`config.mk`:
```
export PLATFORM = sky130hd
export DESIGN_NAME = sector_proximity_detector
export DESIGN_NICKNAME = d
export VERILOG_FILES = /design/src/hdl/spd_pkg.sv /design/src/hdl/spd_front.sv /design/src/hdl/spd_queue.sv /design/src/hdl/spd_isqrt.sv /design/src/hdl/spd_back.sv /design/src/hdl/sector_proximity_detector.sv
export SDC_FILE = /design/constraint.sdc
export NUM_CORES = 2
export LEC_CHECK = 0
export ABC_AREA = 1
export BUFFER_PORTS_ARGS = -buffer_cell sky130_fd_sc_hd__buf_2
export CELL_PAD_IN_SITES_DETAIL_PLACEMENT = 0
export CELL_PAD_IN_SITES_GLOBAL_PLACEMENT = 1
export CORE_MARGIN = 2
export CORE_UTILIZATION = 30
export DETAILED_ROUTE_END_ITERATION = 8
export HOLD_SLACK_MARGIN = 0.06
export PLACE_DENSITY_LB_ADDON = 0.1
export SETUP_SLACK_MARGIN = 0.15
export SYNTH_ARGS = -nofsm -noshare
export SYNTH_HDL_FRONTEND = slang
export SYNTH_SLANG_ARGS = --single-unit
```
`constraint.sdc`:
```
create_clock -name clock -period 8.39 [get_ports clock]
set_input_delay 0.839 -clock clock [delete_from_list [all_inputs] [get_ports clock]]
set_output_delay 0.839 -clock clock [all_outputs]
set_load 0.005 [all_outputs]
```
`src/hdl/spd_pkg.sv`:
```
// Shared types, constants and register codes for the sector proximity detector.
package spd_pkg;

   localparam int COORD_BITS_DEFAULT = 16;
   localparam int SQ_BITS            = 32;
   localparam int DIST_BITS          = 16;
   localparam int CSR_BITS           = 16;
   localparam int CSR_INDEX_BITS     = 2;
   localparam int QUEUE_DEPTH        = 2;

   localparam logic [SQ_BITS-1:0] SQ_NONE = '1;

   localparam logic [CSR_INDEX_BITS-1:0] CSR_FRONT_OBSTACLE = 2'd0;
   localparam logic [CSR_INDEX_BITS-1:0] CSR_RIGHT_OBSTACLE = 2'd1;
   localparam logic [CSR_INDEX_BITS-1:0] CSR_CRASH          = 2'd2;

   localparam logic [CSR_BITS-1:0] FRONT_OBSTACLE_RESET = 16'd1000;
   localparam logic [CSR_BITS-1:0] RIGHT_OBSTACLE_RESET = 16'd1500;
   localparam logic [CSR_BITS-1:0] CRASH_RESET          = 16'd400;

   // Per-sector minimum squared distances of one finished frame.
   typedef struct packed {
      logic [SQ_BITS-1:0] front_sq;
      logic [SQ_BITS-1:0] right_sq;
      logic [SQ_BITS-1:0] left_sq;
   } frame_type;

   // Threshold settings as written by software.
   typedef struct packed {
      logic [CSR_BITS-1:0] front_obstacle_mm;
      logic [CSR_BITS-1:0] right_obstacle_mm;
      logic [CSR_BITS-1:0] crash_mm;
   } thresholds_type;

   // Status flags of the frame queue for its producer and its consumer.
   typedef struct packed {
      logic empty;
      logic full;
   } queue_status_type;

endpackage

```
`src/hdl/spd_front.sv`:
```
// Point pipeline: sector classification, squared distance and per-sector minima.
module spd_front
   import spd_pkg::*;
#(
   parameter int COORD_BITS = COORD_BITS_DEFAULT
) (
   input  logic                         clock,
   input  logic                         reset,
   input  logic                         req_valid,
   output logic                         req_ready,
   input  logic signed [COORD_BITS-1:0] req_pos_x,
   input  logic signed [COORD_BITS-1:0] req_pos_y,
   input  logic signed [COORD_BITS-1:0] req_pos_z,
   input  logic                         req_frame_end,
   output logic                         q_push,
   output frame_type                    q_push_data,
   input  logic                         q_full
);

   localparam int SQR_BITS = 2 * COORD_BITS;
   localparam int SUM_BITS = SQR_BITS + 2;

   localparam logic [1:0] SECTOR_NONE  = 2'd0;
   localparam logic [1:0] SECTOR_FRONT = 2'd1;
   localparam logic [1:0] SECTOR_RIGHT = 2'd2;
   localparam logic [1:0] SECTOR_LEFT  = 2'd3;

   logic                         stall;

   logic                         s1_valid_ff, s1_valid_in;
   logic signed [COORD_BITS-1:0] s1_x_ff, s1_y_ff, s1_z_ff;
   logic                         s1_last_ff;

   logic [COORD_BITS-1:0]        abs_x, abs_y, abs_z;
   logic                         ahead, to_right;
   logic [1:0]                   sector;

   logic                         s2_valid_ff;
   logic [SQR_BITS-1:0]          s2_sq_x_ff, s2_sq_y_ff, s2_sq_z_ff;
   logic [1:0]                   s2_sector_ff;
   logic                         s2_last_ff;

   logic [SUM_BITS-1:0]          sum;
   logic [SQ_BITS-1:0]           sum_sat;

   logic                         s3_valid_ff;
   logic [SQ_BITS-1:0]           s3_sq_ff;
   logic [1:0]                   s3_sector_ff;
   logic                         s3_last_ff;

   logic [SQ_BITS-1:0]           front_min_ff, front_min_in;
   logic [SQ_BITS-1:0]           right_min_ff, right_min_in;
   logic [SQ_BITS-1:0]           left_min_ff, left_min_in;
   logic [SQ_BITS-1:0]           front_next, right_next, left_next;

   // The whole pipeline holds while a frame end waits for room in the queue.
   assign stall     = s3_valid_ff && s3_last_ff && q_full;
   assign req_ready = !stall;
   assign s1_valid_in = req_valid;

   always_ff @(posedge clock) begin
      if (reset) begin
         s1_valid_ff <= 1'b0;
         s2_valid_ff <= 1'b0;
         s3_valid_ff <= 1'b0;
      end else if (!stall) begin
         s1_valid_ff <= s1_valid_in;
         s2_valid_ff <= s1_valid_ff;
         s3_valid_ff <= s2_valid_ff;
      end
   end

   always_ff @(posedge clock) begin
      if (!stall) begin
         s1_x_ff      <= req_pos_x;
         s1_y_ff      <= req_pos_y;
         s1_z_ff      <= req_pos_z;
         s1_last_ff   <= req_frame_end;
         s2_sq_x_ff   <= SQR_BITS'(abs_x) * SQR_BITS'(abs_x);
         s2_sq_y_ff   <= SQR_BITS'(abs_y) * SQR_BITS'(abs_y);
         s2_sq_z_ff   <= SQR_BITS'(abs_z) * SQR_BITS'(abs_z);
         s2_sector_ff <= sector;
         s2_last_ff   <= s1_last_ff;
         s3_sq_ff     <= sum_sat;
         s3_sector_ff <= s2_sector_ff;
         s3_last_ff   <= s2_last_ff;
      end
   end

   always_comb begin
      abs_x = s1_x_ff[COORD_BITS-1] ? COORD_BITS'(-s1_x_ff) : COORD_BITS'(s1_x_ff);
      abs_y = s1_y_ff[COORD_BITS-1] ? COORD_BITS'(-s1_y_ff) : COORD_BITS'(s1_y_ff);
      abs_z = s1_z_ff[COORD_BITS-1] ? COORD_BITS'(-s1_z_ff) : COORD_BITS'(s1_z_ff);
      ahead    = !s1_y_ff[COORD_BITS-1] && (s1_y_ff != '0);
      to_right = !s1_x_ff[COORD_BITS-1] && (s1_x_ff != '0);
      priority if (!ahead) begin
         sector = SECTOR_NONE;
      end else if (abs_x < abs_y) begin
         sector = SECTOR_FRONT;
      end else if (to_right) begin
         sector = SECTOR_RIGHT;
      end else begin
         sector = SECTOR_LEFT;
      end
   end

   assign sum = SUM_BITS'(s2_sq_x_ff) + SUM_BITS'(s2_sq_y_ff) + SUM_BITS'(s2_sq_z_ff);

   generate
      if (SUM_BITS > SQ_BITS) begin : g_saturate
         assign sum_sat = (|sum[SUM_BITS-1:SQ_BITS]) ? SQ_NONE : sum[SQ_BITS-1:0];
      end else begin : g_fits
         assign sum_sat = SQ_BITS'(sum);
      end
   endgenerate

   always_comb begin
      front_next = front_min_ff;
      right_next = right_min_ff;
      left_next  = left_min_ff;
      unique case (s3_sector_ff)
         SECTOR_FRONT: if (s3_sq_ff < front_min_ff) front_next = s3_sq_ff;
         SECTOR_RIGHT: if (s3_sq_ff < right_min_ff) right_next = s3_sq_ff;
         SECTOR_LEFT:  if (s3_sq_ff < left_min_ff)  left_next  = s3_sq_ff;
         default: ;
      endcase

      front_min_in = front_min_ff;
      right_min_in = right_min_ff;
      left_min_in  = left_min_ff;
      if (s3_valid_ff && !stall) begin
         if (s3_last_ff) begin
            front_min_in = SQ_NONE;
            right_min_in = SQ_NONE;
            left_min_in  = SQ_NONE;
         end else begin
            front_min_in = front_next;
            right_min_in = right_next;
            left_min_in  = left_next;
         end
      end
   end

   assign q_push               = s3_valid_ff && s3_last_ff && !q_full;
   assign q_push_data.front_sq = front_next;
   assign q_push_data.right_sq = right_next;
   assign q_push_data.left_sq  = left_next;

   always_ff @(posedge clock) begin
      if (reset) begin
         front_min_ff <= SQ_NONE;
         right_min_ff <= SQ_NONE;
         left_min_ff  <= SQ_NONE;
      end else begin
         front_min_ff <= front_min_in;
         right_min_ff <= right_min_in;
         left_min_ff  <= left_min_in;
      end
   end

endmodule

```
`src/hdl/spd_queue.sv`:
```
// Short queue of finished frame minima between the point pipeline and the result stage.
module spd_queue
   import spd_pkg::*;
(
   input  logic             clock,
   input  logic             reset,
   input  logic             push,
   input  frame_type        push_data,
   input  logic             pop,
   output frame_type        head,
   output queue_status_type status
);

   localparam int PTR_BITS   = (QUEUE_DEPTH > 1) ? $clog2(QUEUE_DEPTH) : 1;
   localparam int COUNT_BITS = $clog2(QUEUE_DEPTH + 1);
   localparam logic [PTR_BITS-1:0]   LAST_PTR  = PTR_BITS'(QUEUE_DEPTH - 1);
   localparam logic [COUNT_BITS-1:0] FULL_CNT  = COUNT_BITS'(QUEUE_DEPTH);

   frame_type             entry_ff [QUEUE_DEPTH];
   logic [PTR_BITS-1:0]   wr_ptr_ff, wr_ptr_in;
   logic [PTR_BITS-1:0]   rd_ptr_ff, rd_ptr_in;
   logic [COUNT_BITS-1:0] count_ff, count_in;

   assign status.empty = (count_ff == '0);
   assign status.full  = (count_ff == FULL_CNT);
   assign head         = entry_ff[rd_ptr_ff];

   always_comb begin
      wr_ptr_in = wr_ptr_ff;
      rd_ptr_in = rd_ptr_ff;
      count_in  = count_ff;
      if (push) begin
         wr_ptr_in = (wr_ptr_ff == LAST_PTR) ? '0 : wr_ptr_ff + 1'b1;
      end
      if (pop) begin
         rd_ptr_in = (rd_ptr_ff == LAST_PTR) ? '0 : rd_ptr_ff + 1'b1;
      end
      if (push && !pop) begin
         count_in = count_ff + 1'b1;
      end else if (pop && !push) begin
         count_in = count_ff - 1'b1;
      end
   end

   always_ff @(posedge clock) begin
      if (reset) begin
         wr_ptr_ff <= '0;
         rd_ptr_ff <= '0;
         count_ff  <= '0;
      end else begin
         wr_ptr_ff <= wr_ptr_in;
         rd_ptr_ff <= rd_ptr_in;
         count_ff  <= count_in;
      end
   end

   always_ff @(posedge clock) begin
      if (push) begin
         entry_ff[wr_ptr_ff] <= push_data;
      end
   end

endmodule

```
`src/hdl/spd_isqrt.sv`:
```
// Floor square root of a 32-bit value, two radicand bits per clock.
module spd_isqrt
   import spd_pkg::*;
(
   input  logic                 clock,
   input  logic                 reset,
   input  logic                 start,
   input  logic [SQ_BITS-1:0]   operand,
   output logic                 done,
   output logic [DIST_BITS-1:0] root
);

   localparam int REM_BITS  = DIST_BITS + 2;
   localparam int WIDE_BITS = REM_BITS + 2;
   localparam int CNT_BITS  = $clog2(DIST_BITS);
   localparam logic [CNT_BITS-1:0] LAST_STEP = CNT_BITS'(DIST_BITS - 1);

   logic [SQ_BITS-1:0]   rad_ff;
   logic [REM_BITS-1:0]  rem_ff;
   logic [DIST_BITS-1:0] root_ff;
   logic [CNT_BITS-1:0]  step_ff;
   logic                 busy_ff;
   logic                 done_ff;

   logic [WIDE_BITS-1:0] rem_shift, trial;
   logic                 take;

   assign rem_shift = {rem_ff, rad_ff[SQ_BITS-1 -: 2]};
   assign trial     = {2'b00, root_ff, 2'b01};
   assign take      = (rem_shift >= trial);

   always_ff @(posedge clock) begin
      if (reset) begin
         busy_ff <= 1'b0;
         done_ff <= 1'b0;
         step_ff <= '0;
      end else begin
         done_ff <= 1'b0;
         if (start) begin
            busy_ff <= 1'b1;
            step_ff <= '0;
         end else if (busy_ff) begin
            step_ff <= step_ff + 1'b1;
            if (step_ff == LAST_STEP) begin
               busy_ff <= 1'b0;
               done_ff <= 1'b1;
            end
         end
      end
   end

   always_ff @(posedge clock) begin
      if (start) begin
         rad_ff  <= operand;
         rem_ff  <= '0;
         root_ff <= '0;
      end else if (busy_ff) begin
         rad_ff  <= {rad_ff[SQ_BITS-3:0], 2'b00};
         rem_ff  <= take ? REM_BITS'(rem_shift - trial) : REM_BITS'(rem_shift);
         root_ff <= {root_ff[DIST_BITS-2:0], take};
      end
   end

   assign done = done_ff;
   assign root = root_ff;

endmodule

```
`src/hdl/spd_back.sv`:
```
// Result stage: pops frame minima, takes square roots, sets the flags and holds the word.
module spd_back
   import spd_pkg::*;
(
   input  logic                 clock,
   input  logic                 reset,
   input  thresholds_type       thresholds,
   input  frame_type            q_head,
   input  queue_status_type     q_status,
   output logic                 q_pop,
   output logic                 rsp_valid,
   input  logic                 rsp_ready,
   output logic [DIST_BITS-1:0] rsp_front_distance,
   output logic [DIST_BITS-1:0] rsp_right_distance,
   output logic [DIST_BITS-1:0] rsp_left_range,
   output logic                 rsp_obstacle,
   output logic                 rsp_collision_near
);

   localparam logic [1:0] ST_IDLE = 2'd0;
   localparam logic [1:0] ST_ROOT = 2'd1;
   localparam logic [1:0] ST_HAND = 2'd2;

   localparam logic [1:0] SEL_FRONT = 2'd0;
   localparam logic [1:0] SEL_RIGHT = 2'd1;
   localparam logic [1:0] SEL_LEFT  = 2'd2;

   logic [1:0]           state_ff, state_in;
   logic [1:0]           sel_ff, sel_in;
   frame_type            snap_ff;
   logic [SQ_BITS-1:0]   front_thr_sq_ff, right_thr_sq_ff, crash_sq_ff;
   logic                 obstacle_ff, crash_ff;
   logic [DIST_BITS-1:0] front_dist_ff, right_dist_ff, left_dist_ff;

   logic                 out_valid_ff, out_valid_in;
   logic [DIST_BITS-1:0] out_front_ff, out_right_ff, out_left_ff;
   logic                 out_obstacle_ff, out_crash_ff;

   logic                 root_start, root_done, out_load;
   logic [SQ_BITS-1:0]   root_operand;
   logic [DIST_BITS-1:0] root_value;

   spd_isqrt u_isqrt (
      .clock   (clock),
      .reset   (reset),
      .start   (root_start),
      .operand (root_operand),
      .done    (root_done),
      .root    (root_value)
   );

   // Threshold squares are registered and follow the settings in the cycle after a change.
   always_ff @(posedge clock) begin
      front_thr_sq_ff <= SQ_BITS'(thresholds.front_obstacle_mm) *
                         SQ_BITS'(thresholds.front_obstacle_mm);
      right_thr_sq_ff <= SQ_BITS'(thresholds.right_obstacle_mm) *
                         SQ_BITS'(thresholds.right_obstacle_mm);
      crash_sq_ff     <= SQ_BITS'(thresholds.crash_mm) * SQ_BITS'(thresholds.crash_mm);
   end

   assign q_pop    = (state_ff == ST_IDLE) && !q_status.empty;
   assign out_load = (state_ff == ST_HAND) && (!out_valid_ff || rsp_ready);

   always_comb begin
      state_in     = state_ff;
      sel_in       = sel_ff;
      root_start   = 1'b0;
      root_operand = q_head.front_sq;
      unique case (state_ff)
         ST_IDLE: begin
            if (q_pop) begin
               root_start = 1'b1;
               sel_in     = SEL_FRONT;
               state_in   = ST_ROOT;
            end
         end
         ST_ROOT: begin
            root_operand = (sel_ff == SEL_FRONT) ? snap_ff.right_sq : snap_ff.left_sq;
            if (root_done) begin
               if (sel_ff == SEL_LEFT) begin
                  state_in = ST_HAND;
               end else begin
                  root_start = 1'b1;
                  sel_in     = sel_ff + 1'b1;
               end
            end
         end
         ST_HAND: begin
            if (out_load) begin
               state_in = ST_IDLE;
            end
         end
         default: begin
            state_in = ST_IDLE;
         end
      endcase

      out_valid_in = out_valid_ff;
      if (out_load) begin
         out_valid_in = 1'b1;
      end else if (rsp_ready) begin
         out_valid_in = 1'b0;
      end
   end

   always_ff @(posedge clock) begin
      if (reset) begin
         state_ff     <= ST_IDLE;
         sel_ff       <= SEL_FRONT;
         out_valid_ff <= 1'b0;
      end else begin
         state_ff     <= state_in;
         sel_ff       <= sel_in;
         out_valid_ff <= out_valid_in;
      end
   end

   always_ff @(posedge clock) begin
      if (q_pop) begin
         snap_ff     <= q_head;
         obstacle_ff <= (q_head.front_sq < front_thr_sq_ff) ||
                        (q_head.right_sq < right_thr_sq_ff);
         crash_ff    <= (q_head.front_sq < crash_sq_ff) || (q_head.right_sq < crash_sq_ff);
      end
      if ((state_ff == ST_ROOT) && root_done) begin
         unique case (sel_ff)
            SEL_FRONT: front_dist_ff <= root_value;
            SEL_RIGHT: right_dist_ff <= root_value;
            default:   left_dist_ff  <= root_value;
         endcase
      end
      if (out_load) begin
         out_front_ff    <= front_dist_ff;
         out_right_ff    <= right_dist_ff;
         out_left_ff     <= left_dist_ff;
         out_obstacle_ff <= obstacle_ff;
         out_crash_ff    <= crash_ff;
      end
   end

   assign rsp_valid          = out_valid_ff;
   assign rsp_front_distance = out_front_ff;
   assign rsp_right_distance = out_right_ff;
   assign rsp_left_range     = out_left_ff;
   assign rsp_obstacle       = out_obstacle_ff;
   assign rsp_collision_near = out_crash_ff;

endmodule

```
`src/hdl/sector_proximity_detector.sv`:
```
// Top level of the sector proximity detector: settings registers and the front, queue and back.
//
// Points stream in one word per clock while req_ready is high; each point ahead of the
// sensor is sorted into the front, right or left sector and the smallest squared distance
// per sector is kept. A word with frame_end set closes the frame: once it has passed stages
// s1, s2 and s3 its three minima enter a two-entry queue, and the result stage turns them
// into one result word with three 16-step square roots on one shared root unit, plus pop
// and handoff. The point side keeps taking one word per cycle as long as the queue has
// room, so long frames sustain full rate; short frames wait on the root unit. Distances are
// floor square roots in millimetres, 65535 for a sector that saw no point. Settings are
// written through the csr_ port and must only change while no frame is in flight.
module sector_proximity_detector
   import spd_pkg::*;
#(
   parameter int COORD_BITS = COORD_BITS_DEFAULT
) (
   input  logic                         clock,
   input  logic                         reset,
   input  logic                         req_valid,
   output logic                         req_ready,
   input  logic signed [COORD_BITS-1:0] req_pos_x,
   input  logic signed [COORD_BITS-1:0] req_pos_y,
   input  logic signed [COORD_BITS-1:0] req_pos_z,
   input  logic                         req_frame_end,
   output logic                         rsp_valid,
   input  logic                         rsp_ready,
   output logic [DIST_BITS-1:0]         rsp_front_distance,
   output logic [DIST_BITS-1:0]         rsp_right_distance,
   output logic [DIST_BITS-1:0]         rsp_left_range,
   output logic                         rsp_obstacle,
   output logic                         rsp_collision_near,
   input  logic                         csr_write_enable,
   input  logic [CSR_INDEX_BITS-1:0]    csr_index,
   input  logic [CSR_BITS-1:0]          csr_write_data
);

   thresholds_type   thresholds_ff, thresholds_in;
   logic             q_push, q_pop;
   frame_type        q_push_data, q_head;
   queue_status_type q_status;

   always_comb begin
      thresholds_in = thresholds_ff;
      if (csr_write_enable) begin
         unique case (csr_index)
            CSR_FRONT_OBSTACLE: thresholds_in.front_obstacle_mm = csr_write_data;
            CSR_RIGHT_OBSTACLE: thresholds_in.right_obstacle_mm = csr_write_data;
            CSR_CRASH:          thresholds_in.crash_mm          = csr_write_data;
            default: ;
         endcase
      end
   end

   always_ff @(posedge clock) begin
      if (reset) begin
         thresholds_ff.front_obstacle_mm <= FRONT_OBSTACLE_RESET;
         thresholds_ff.right_obstacle_mm <= RIGHT_OBSTACLE_RESET;
         thresholds_ff.crash_mm          <= CRASH_RESET;
      end else begin
         thresholds_ff <= thresholds_in;
      end
   end

   spd_front #(
      .COORD_BITS (COORD_BITS)
   ) u_front (
      .clock         (clock),
      .reset         (reset),
      .req_valid     (req_valid),
      .req_ready     (req_ready),
      .req_pos_x     (req_pos_x),
      .req_pos_y     (req_pos_y),
      .req_pos_z     (req_pos_z),
      .req_frame_end (req_frame_end),
      .q_push        (q_push),
      .q_push_data   (q_push_data),
      .q_full        (q_status.full)
   );

   spd_queue u_queue (
      .clock     (clock),
      .reset     (reset),
      .push      (q_push),
      .push_data (q_push_data),
      .pop       (q_pop),
      .head      (q_head),
      .status    (q_status)
   );

   spd_back u_back (
      .clock              (clock),
      .reset              (reset),
      .thresholds         (thresholds_ff),
      .q_head             (q_head),
      .q_status           (q_status),
      .q_pop              (q_pop),
      .rsp_valid          (rsp_valid),
      .rsp_ready          (rsp_ready),
      .rsp_front_distance (rsp_front_distance),
      .rsp_right_distance (rsp_right_distance),
      .rsp_left_range     (rsp_left_range),
      .rsp_obstacle       (rsp_obstacle),
      .rsp_collision_near (rsp_collision_near)
   );

endmodule
```
==> metrics.md <==
| Metric | Value |
|---|---|
| Maxcap violations | 0 |
| Slew Limit Fails | 0 |
| Status | completed |
| Hold_ws | 0.192 ns |
| Fillers | 30100 |
| Post-DP HPWL | 207000 microns |
| Clock Path Buffers | 4 |
| Worst relative slew slack | 24.7% |
| Die Ht | 541 microns |
| Cell Area, Synth | 0.0864 sq mm |
| Synth unique cells | 66 |
| Count of hold-fix buffers inserted at cts | 0 |
| Worst path max stage delay | 0.58 ns |
| GRT Residual Overflow | 0 |
| Worst-path maximum fanout | 10 |
| Synthesized area per cell | 8.68 sq um |
| Nets@finish | 12000 |
| Clk Latency, worst-skew pair | 0.87 ns |
| DRC errors left | 0 |
| Routability Congestion | 0.830 |
| Setup TNS | 0 ns |
| CP max stage cell | xor2_2 |
| Num CTS Buffers | 114 |
| Area leader, netlist | fa_1 |
| Vias post-DR | 63400 |
| First-pass GRT wire length | 402000 microns |
| All-Layer GR Usage | 17.7% |
| Critical path endpoint category | register |
| Area Growth Syn to Fin | 10.1% |
| Initial Util | 30.1% |
| CP startpoint kind | register |
| WL final | 257000 microns |
| Tcrit/Tclk final | 88.5% |
| Synth top area share | 22.8% |
| Post-synth EDFFs | 568 |
| Pin count of the biggest net entering global routing | 70 |
| Die ar. | 0.292 sq mm |
| Register area share after synthesis | 26.5% |
| Post-cts sizing count | 0 |
| Port Buffer Count | 123 |
| Clk root buf | clkbuf_16 |
| Final hold violations | 0 |
| Post-synthesis sequential element count | 858 |
| Skew final | 0.110 ns |
| FFs w/ async S/R, synth | 0% |
| F_max | 135 MHz |
| Clk sinks | 858 |
| Final critical path time including I/O delays and setup | 7.43 ns |
| Clock transition at the registers of the reported paths | 0.06 ns |
| First-pass DRT Iterations | 6 |
| Placeable Area | 0.287 sq mm |
| H-tree Lvls | 3 |
| Vias in the first global route | 67600 |
| DR WL/cell | 18.5 microns |
| Synth Warn # | 0 |
| Ys flop type | edfxtp_1 |
| HP Class | primary input to register |
| Cells after Synth | 9956 |
| Initial antenna violation count | 10 |
| CTS tree | built |
| Area contributors post-synth | fa_1 23%, edfxtp_1 20%, ha_1 13%, inv_1 9.5%, nand2_1 8.8% |
| Critical path start-end classification | register to register |
| Req. time, crit path | 8.96 ns |
| Initial DRC Count | 3054 |
| Post-route antenna net violation count | 0 |
| Layout cell share with drive strength beyond 1 | 6.38% |
| Die W | 541 microns |
| Placement Rows | 197 |
| RSZ-0062 raised after global routing | false |
| Worst Max-Slew Pin Slew | 1.13 ns |
| DR vias/cell | 4.55 |
| Final setup vio count | 0 |
| # IOs | 124 |
| Setup Buffers After CTS | 0 |
| Data arrival, critical path | 8.00 ns |
## cell usage after synthesis, types with 10 or more instances
library cell  number
a21boi_0          12
xor2_1           161
nor2_2            12
o21ai_0          275
nor4_1            10
clkbuf_1         154
a21oi_1          538
inv_1           2190
edfxtp_1         568
buf_2             72
fa_1             982
mux2_2            92
o21a_1            21
dfxtp_1          290
nand2_1         2016
buf_1             14
inv_2             35
ha_1             893
o21bai_1          31
xnor2_1           88
o211ai_1          37
nor3_1            82
a21o_1            31
o21ai_1           18
nor2_1           604
nand4_1          109
buf_6             10
nand3_1          400
a31oi_1           22
nand2_2           26
buf_4             18
## metal layers
metal / part of all wire, % / vias to the layer above / GRT usage [%]
met4: 2.4 / 0 / 4.19
met1: 46 / 31100 / 23.5
met2: 49 / 785 / 31.1
li1: - / 31300 / -
met5: 0 / - / 0
met3: 2.4 / 245 / 1.33
## metrics by stage
stage          setup WS (ns)  util (%)  area, sq um  std cells
3_3_place_gp           0.947      31.8        91300      13700
4_1_cts                0.837      33.1        95100      13900
6_report               0.963      33.1        95100      13900
3_5_place_dp           0.852      31.8        91300      13700
2_1_floorplan           1.73         -        86500       9987
5_1_grt                0.395      33.1        95100      13900
## cell families (layout without fill, tap and decap cells)
group | count (synthesis) | in the layout | synth area share [%]
and+or+nand+nor | 3323 | 3323 | 16.0
buffers and inverters | 2506 | 2654 | 11.2
AOI/OAI and AO/OA | 1045 | 1045 | 6.75
xor gates and xnor gates | 255 | 255 | 2.66
adders and majority gates | 1875 | 1875 | 35.7
muxes | 92 | 92 | 1.20
DFF | 858 | 858 | 26.5
other | 2 | 36 | 0.00869
## critical path: cells and delay by family (launching register included)
family | cells | cell delay (ns)
XOR/XNOR | 2 | 0.72
flip-flops | 1 | 0.50
AO/OA/AOI/OAI | 2 | 0.45
AND/OR/NAND/NOR | 10 | 1.40
buffers and inverters | 7 | 0.69
adder cells (fa/ha/maj) | 8 | 3.43
## layout make-up
class                   instances  area [sq um]  share of cell area (%)
diodes                          3          7.51                 0.00789
clock buffers                 138          3050                    3.21
clock inverters                72           733                   0.771
inverters                    2238          8420                    8.86
multi-input cells            6623         54000                    56.8
flip-flops and latches        858         22900                    24.0
well taps                    3781          4730                    4.98
repair buffers                206          1240                    1.31
## state kept, by name (all words and copies together), names as in the netlist, 32 cells and up, named ones only
signal and count:
thresholds_ff 48, u_back.snap_ff 64, u_back.u_isqrt.rad_ff 32, u_front.front_min_ff 32
u_front.left_min_ff 32, u_front.right_min_ff 32, u_front.s3_sq_ff 32, u_queue.entry_ff 192
## worst paths after layout
kind                            from                         to  slack, ns  cells after the start
max reg2reg       u_front.s1_z_ff[1]     u_front.s2_sq_z_ff[31]       0.96                     29
min reg2reg  u_back.left_dist_ff[14]  u_back.rsp_left_range[14]       0.42                      0
max               u_front.s1_z_ff[1]     u_front.s2_sq_z_ff[31]       0.96                     29
min                     req_pos_z[3]         u_front.s1_z_ff[3]       0.19                      1
## layout by cell type (no fill, tap or decap), types with 18 or more instances in the layout
cell and n:
inv_1 2190, nand2_1 2014, fa_1 982, ha_1 893, nor2_1 598, edfxtp_1 568, a21oi_1 538, nand3_1 400
dfxtp_1 289, o21ai_0 275, xor2_1 161, buf_2 122, clkbuf_16 114, nand4_1 109, mux2_2 92, xnor2_1 88
buf_4 84, nor3_1 80, o211ai_1 37, inv_2 36, conb_1 33, o21bai_1 31, a21o_1 31, nand2_2 27
a31oi_1 22, o21a_1 21, clkinv_1 21, o21ai_1 18, clkinv_2 18
Power is left out: the tool's default activity adds up to more than one toggle a clock period on the data nets, which glitch-free logic cannot reach.
